===== src/design/texel_coordinate_wrap_macros.svh =====
// assertion helpers for the texel coordinate wrap block
`ifndef TEXEL_COORDINATE_WRAP_MACROS_SVH
`define TEXEL_COORDINATE_WRAP_MACROS_SVH

`ifndef ASSERT_OFF

// consequent checked in the same cycle
`define TCW_ASSERT_NOW(label, ante, cons) \
    label: assert property (@(posedge aclk) disable iff (!aresetn) (ante) |-> (cons)) \
        else $error("texel_coordinate_wrap: check failed");

// consequent checked in the following cycle
`define TCW_ASSERT_NEXT(label, ante, cons) \
    label: assert property (@(posedge aclk) disable iff (!aresetn) (ante) |=> (cons)) \
        else $error("texel_coordinate_wrap: check failed");

`else

`define TCW_ASSERT_NOW(label, ante, cons)

`define TCW_ASSERT_NEXT(label, ante, cons)

`endif

`endif


===== src/design/tcw_pkg.sv =====
package tcw_pkg;

    localparam int MAX_DIM_DEF = 4096;
    localparam int CFG_W       = 13;
    localparam int CFG_IDX_W   = 3;
    localparam int COORD_W     = 32;
    localparam int FRAC_W      = 16;
    localparam int TEXEL_W     = 12;
    // remainder bits resolved per divider stage
    localparam int BPS         = 4;
    // multiply, round, flip, abs/clamp
    localparam int NPRE        = 4;
    localparam int unsigned ROUND_HALF = 1 << (FRAC_W - 1);

    typedef enum logic [1:0] {
        WRAP_REPEAT  = 2'd0,
        WRAP_MIRROR  = 2'd1,
        WRAP_CLAMP   = 2'd2,
        WRAP_INVALID = 2'd3
    } wrap_kind_t;

    typedef enum logic [CFG_IDX_W-1:0] {
        CFG_IMAGE_WIDTH  = 3'd0,
        CFG_IMAGE_HEIGHT = 3'd1,
        CFG_WRAP_S       = 3'd2,
        CFG_WRAP_T       = 3'd3,
        CFG_ORIGIN       = 3'd4
    } cfg_idx_t;

    typedef struct packed {
        wrap_kind_t mode;
        logic       flip;
    } lane_cfg_t;

    function automatic int size_width(input int max_dim);
        return $clog2(max_dim + 1);
    endfunction

    // width of |v| after rounding and row flip
    function automatic int abs_width(input int sw);
        return sw + COORD_W - FRAC_W + 2;
    endfunction

    function automatic int div_stages(input int aw);
        return (aw + BPS - 1) / BPS;
    endfunction

    function automatic int num_stages(input int max_dim);
        return NPRE + div_stages(abs_width(size_width(max_dim)));
    endfunction

endpackage


===== src/design/tcw_rem_step.sv =====
module tcw_rem_step #(
    parameter int SW  = 13,
    parameter int DVW = 32
) (
    input  logic           aclk,
    input  logic           load,
    input  logic [SW-1:0]  size,
    input  logic [SW-1:0]  rem_in,
    input  logic [DVW-1:0] dvd_in,
    output logic [SW-1:0]  rem_out,
    output logic [DVW-1:0] dvd_out
);

    logic [SW-1:0]  rem_reg;
    logic [SW-1:0]  rem_next;
    logic [DVW-1:0] dvd_reg;
    logic [SW:0]    trial;

    // restoring remainder, one dividend bit per step, msb first
    always_comb begin
        rem_next = rem_in;
        trial    = '0;
        for (int i = 0; i < tcw_pkg::BPS; i++) begin
            trial = {rem_next, dvd_in[DVW-1-i]};
            if (trial >= {1'b0, size}) begin
                trial = trial - {1'b0, size};
            end
            rem_next = trial[SW-1:0];
        end
    end

    always_ff @(posedge aclk) begin
        if (load) begin
            rem_reg <= rem_next;
            dvd_reg <= dvd_in << tcw_pkg::BPS;
        end
    end

    assign rem_out = rem_reg;
    assign dvd_out = dvd_reg;

endmodule


===== src/design/tcw_lane.sv =====
module tcw_lane #(
    parameter int MAX_DIM = tcw_pkg::MAX_DIM_DEF
) (
    input  logic                                      aclk,
    input  logic [tcw_pkg::num_stages(MAX_DIM)-1:0]   load,
    input  logic [tcw_pkg::size_width(MAX_DIM)-1:0]   size,
    input  tcw_pkg::lane_cfg_t                        cfg,
    input  logic signed [tcw_pkg::COORD_W-1:0]        coord,
    output logic [tcw_pkg::TEXEL_W-1:0]               texel
);

    localparam int SW   = tcw_pkg::size_width(MAX_DIM);
    localparam int PW   = tcw_pkg::COORD_W + SW;
    localparam int RW   = PW - tcw_pkg::FRAC_W + 1;
    localparam int VW   = RW + 2;
    localparam int AW   = tcw_pkg::abs_width(SW);
    localparam int NDIV = tcw_pkg::div_stages(AW);
    localparam int DVW  = NDIV * tcw_pkg::BPS;
    localparam int NPRE = tcw_pkg::NPRE;

    logic [SW-1:0] size_m1;

    logic [tcw_pkg::COORD_W-1:0] mag_next;
    logic                        neg1_reg;
    logic [PW-1:0]               prod_reg;

    logic [PW:0]    sum_round;
    logic           neg2_reg;
    logic [RW-1:0]  r_reg;

    logic [VW-1:0]  sr;
    logic [VW-1:0]  v_next;
    logic [VW-1:0]  v_reg;

    logic           vneg;
    logic [DVW-1:0] abs_next;
    logic [DVW-1:0] abs_reg;
    logic [SW-1:0]  clamp_next;

    logic [SW-1:0]  rem_pipe   [NDIV+1];
    logic [DVW-1:0] dvd_pipe   [NDIV+1];
    logic           neg_pipe   [NDIV+1];
    logic [SW-1:0]  clamp_pipe [NDIV+1];

    logic [SW-1:0]  rem_fin;
    logic [SW-1:0]  wrapped;

    assign size_m1 = size - SW'(1);

    // stage 1: magnitude times (size - 1)
    assign mag_next = coord[tcw_pkg::COORD_W-1] ? (~$unsigned(coord) + 1'b1)
                                                : $unsigned(coord);

    always_ff @(posedge aclk) begin
        if (load[0]) begin
            neg1_reg <= coord[tcw_pkg::COORD_W-1];
            prod_reg <= mag_next * size_m1;
        end
    end

    // stage 2: round half away from zero on the magnitude
    assign sum_round = {1'b0, prod_reg} + (PW+1)'(tcw_pkg::ROUND_HALF);

    always_ff @(posedge aclk) begin
        if (load[1]) begin
            neg2_reg <= neg1_reg;
            r_reg    <= sum_round[PW:tcw_pkg::FRAC_W];
        end
    end

    // stage 3: apply sign, then the optional row flip
    always_comb begin
        sr     = neg2_reg ? (VW'(0) - VW'(r_reg)) : VW'(r_reg);
        v_next = cfg.flip ? (VW'(size_m1) - sr) : sr;
    end

    always_ff @(posedge aclk) begin
        if (load[2]) begin
            v_reg <= v_next;
        end
    end

    // stage 4: magnitude for the divider, clamp-to-edge result on the side
    assign vneg     = v_reg[VW-1];
    assign abs_next = DVW'(vneg ? (VW'(0) - v_reg) : v_reg);

    always_comb begin
        priority if (vneg) begin
            clamp_next = '0;
        end else if (v_reg > VW'(size_m1)) begin
            clamp_next = size_m1;
        end else begin
            clamp_next = v_reg[SW-1:0];
        end
    end

    always_ff @(posedge aclk) begin
        if (load[3]) begin
            abs_reg       <= abs_next;
            neg_pipe[0]   <= vneg;
            clamp_pipe[0] <= clamp_next;
        end
        for (int j = 0; j < NDIV; j++) begin
            if (load[NPRE+j]) begin
                neg_pipe[j+1]   <= neg_pipe[j];
                clamp_pipe[j+1] <= clamp_pipe[j];
            end
        end
    end

    assign rem_pipe[0] = '0;
    assign dvd_pipe[0] = abs_reg;

    for (genvar j = 0; j < NDIV; j++) begin : g_div
        tcw_rem_step #(
            .SW  (SW),
            .DVW (DVW)
        ) u_step (
            .aclk    (aclk),
            .load    (load[NPRE+j]),
            .size    (size),
            .rem_in  (rem_pipe[j]),
            .dvd_in  (dvd_pipe[j]),
            .rem_out (rem_pipe[j+1]),
            .dvd_out (dvd_pipe[j+1])
        );
    end

    assign rem_fin = rem_pipe[NDIV];

    always_comb begin
        unique case (cfg.mode)
            tcw_pkg::WRAP_REPEAT: begin
                // negative values fold up from the top edge
                wrapped = (neg_pipe[NDIV] && rem_fin != '0) ? (size - rem_fin) : rem_fin;
            end
            tcw_pkg::WRAP_MIRROR: wrapped = rem_fin;
            tcw_pkg::WRAP_CLAMP:  wrapped = clamp_pipe[NDIV];
            default:              wrapped = '0;
        endcase
    end

    assign texel = tcw_pkg::TEXEL_W'(wrapped);

endmodule


===== config.mk =====
export PLATFORM = sky130hd
export DESIGN_NAME = tcw_lane
export DESIGN_NICKNAME = d
export VERILOG_FILES = /design/src/design/texel_coordinate_wrap_macros.svh /design/src/design/tcw_pkg.sv /design/src/design/tcw_rem_step.sv /design/src/design/tcw_lane.sv
export SDC_FILE = /design/constraint.sdc
export NUM_CORES = 2
export LEC_CHECK = 0
export BUFFER_PORTS_ARGS = -buffer_cell sky130_fd_sc_hd__buf_4
export CAP_MARGIN = 40
export CORE_ASPECT_RATIO = 1.25
export CORE_MARGIN = 1
export CORE_UTILIZATION = 24
export DETAILED_ROUTE_END_ITERATION = 12
export PLACE_DENSITY = 0.42
export RECOVER_POWER = 100
export SKIP_CTS_REPAIR_TIMING = 1
export SLEW_MARGIN = 20
export SYNTH_ARGS = -nofsm -noshare
export SYNTH_HDL_FRONTEND = slang
export SYNTH_HIERARCHICAL = 1
export SYNTH_SLANG_ARGS = --single-unit

===== constraint.sdc =====
create_clock -name aclk -period 10.13 [get_ports aclk]
set_input_delay 0.5065 -clock aclk [delete_from_list [all_inputs] [get_ports aclk]]
set_output_delay 0.5065 -clock aclk [all_outputs]
set_load 0.02 [all_outputs]

==> impl_metrics.py <==
metrics = {
    "finish": {
        "syn_to_final_growth_pct": 20.5,
        "largest_register_ffs": 112,
        "fillCellCount": 25000,
        "nNetsFinal": 7965,
        "drive_gt1_share_pct": 16.3,
    },
    "synthesis": {
        "syn_inst": 6235,
        "yosysWarnings": 6,
        "netlist_area_um2": 56800,
        "synthesis.area_per_instance_um2": 9.12,
    },
    "cts": {
        "clock_latency_ns": 0.68,
        "cts_max_level": 2,
        "cts_buffer_depth": 3,
        "cts_buffers": 54,
        "cts_tree": "done",
        "clockRootBuffer": "clkbuf_16",
        "clk_pin_slew_ns": 0.06,
        "cts_sinks": 459,
    },
    "route": {
        "drc": 23,
        "dr_total_vias": 48600,
        "drt-total-wl_um": 193000,
        "wl_per_cell_um": 19.0,
        "vias_per_cell": 4.79,
        "drtIter0Drc": 2768,
        "dr.pass1.iters": 12,
        "ant_nets": 0,
    },
    "setup_path": {
        "endpoint_kind": "register",
        "path_class": "in2reg",
        "r2r-start": "g_div[1].u_step/dvd_out[31]",
        "cp.arrival_ns": 10.05,
        "critPathLaunchType": "input pin",
        "crit_path_max_fanout": 18,
        "required_ns": 10.52,
        "crit_start": "size[3]",
    },
    "sta": {
        "hold_viol": 0,
        "max_freq_mhz": 104,
        "maxSlewHeadroom_pct": -119,
        "fin_crit_ns": 9.66,
        "setup_viol": 0,
        "drv_slew": 549,
        "finalSetupTns_ns": 0,
        "fin_crit_sh_pct": 95.4,
        "whs_ns": 0.383,
        "tightest_slew_ns": 3.29,
        "clock_skew_ns": 0.0498,
    },
    "die": {
        "ios": 73,
        "rows": 199,
        "core_area_um2": 235000,
        "chipWidth_um": 437,
        "start_util_pct": 24.2,
        "die-area_um2": 239000,
        "die-height_um": 546,
    },
    "grt": {
        "grt_overflow": 0,
        "grt_max_degree": 55,
        "grt_pass1_vias": 49800,
        "grt_pass1_wl_um": 294000,
        "grt_util_all_layers_pct": 15.8,
        "antenna_found_initial": 12,
    },
    "place": {
        "numPortBuffers": 72,
        "place_congestion": 0.899,
        "dp_hpwl_um": 162000,
    },
    "outcome": {
        "status": "finished with violations",
        "failed_checks": "design-rule violations, max-capacitance violations, max-slew violations",
    },
    "hold_path": {
        "hold_class": "reg2reg",
        "hold_start": "abs_reg[6]",
    },
    "flow_run": {
        "cap_violations": 14,
    },
}
cells in the final DEF, fill, tap and decap left out, types with 73 or more instances in the layout:
cell	instances
nor3_1	150
inv_1	703
nand2b_1	108
a21o_1	113
a21oi_1	322
o21ai_0	300
xnor2_1	316
nor2b_1	83
mux2_2	73
o21a_1	114
xor2_1	143
fa_1	363
nand4_1	81
nand2_1	565
mux2i_1	101
buf_4	770
edfxtp_1	459
nand3_1	136
ha_1	544
nor2_1	454
and3_1	81
critical path, stage by stage:
cell	delay [ns]
buf_4	0.14
buf_4	0.15
buf_4	0.21
or3_1	0.41
nor2_1	0.55
nand3_1	0.31
or4_1	0.54
xnor2_1	0.65
buf_4	0.42
nand2_1	0.13
fa_1	0.55
inv_1	0.06
fa_1	0.47
fa_1	0.52
fa_1	0.54
inv_1	0.05
fa_1	0.54
inv_1	0.05
ha_1	0.34
nand4_1	0.19
nor2_1	0.06
a221oi_1	0.26
o221ai_1	0.33
o21ai_0	0.53
o21ai_0	0.31
a221oi_1	0.79
o21ai_0	0.20
xor2_1	0.18
metrics by stage:
step | setup slack [ns] | instances | util (%) | instance area [um^2]
final | 0.471 | 10200 | 29.1 | 68500
after global routing | -0.0265 | 10200 | 29.1 | 68500
after CTS | 0.0294 | 10100 | 29.0 | 68300
after detailed placement | -0.408 | 10000 | 28.2 | 66500
after global placement | -0.380 | 10000 | 28.2 | 66400
after floorplan | 0.698 | 6260 | - | 56900
final cells by class:
| class | instances | area, um^2 | share of cell area [%] |
|---|---|---|---|
| multi-input cells | 4954 | 40200 | 58.7 |
| flip-flops and latches | 459 | 13800 | 20.1 |
| repair buffers | 819 | 6140 | 8.96 |
| well taps | 3115 | 3900 | 5.69 |
| inverters | 709 | 2660 | 3.88 |
| clock buffers | 58 | 1370 | 1.99 |
| clock inverters | 44 | 455 | 0.665 |
| diodes | 2 | 5.00 | 0.00730 |
layer usage:
metal	track usage (%)	vias up	wire (um)
li1	-	23800	-
met1	18.9	23800	81500
met2	29.3	800	99500
met3	1.27	267	5170
met4	5.07	10	6640
met5	0	-	62
path summary, 6_finish.rpt:
path | end | slack, ns | cells after the start
worst max-delay path | prod_reg[42] | 0.47 | 28
worst min-delay path | g_div[0].u_step/dvd_out[10] | 0.38 | 0
worst max register to register | g_div[2].u_step/rem_out[12] | 0.52 | 44
worst min register to register | g_div[0].u_step/dvd_out[10] | 0.38 | 0
Power is left out: the tool's default activity adds up to more than one toggle a clock period on the data nets, which glitch-free logic cannot reach.
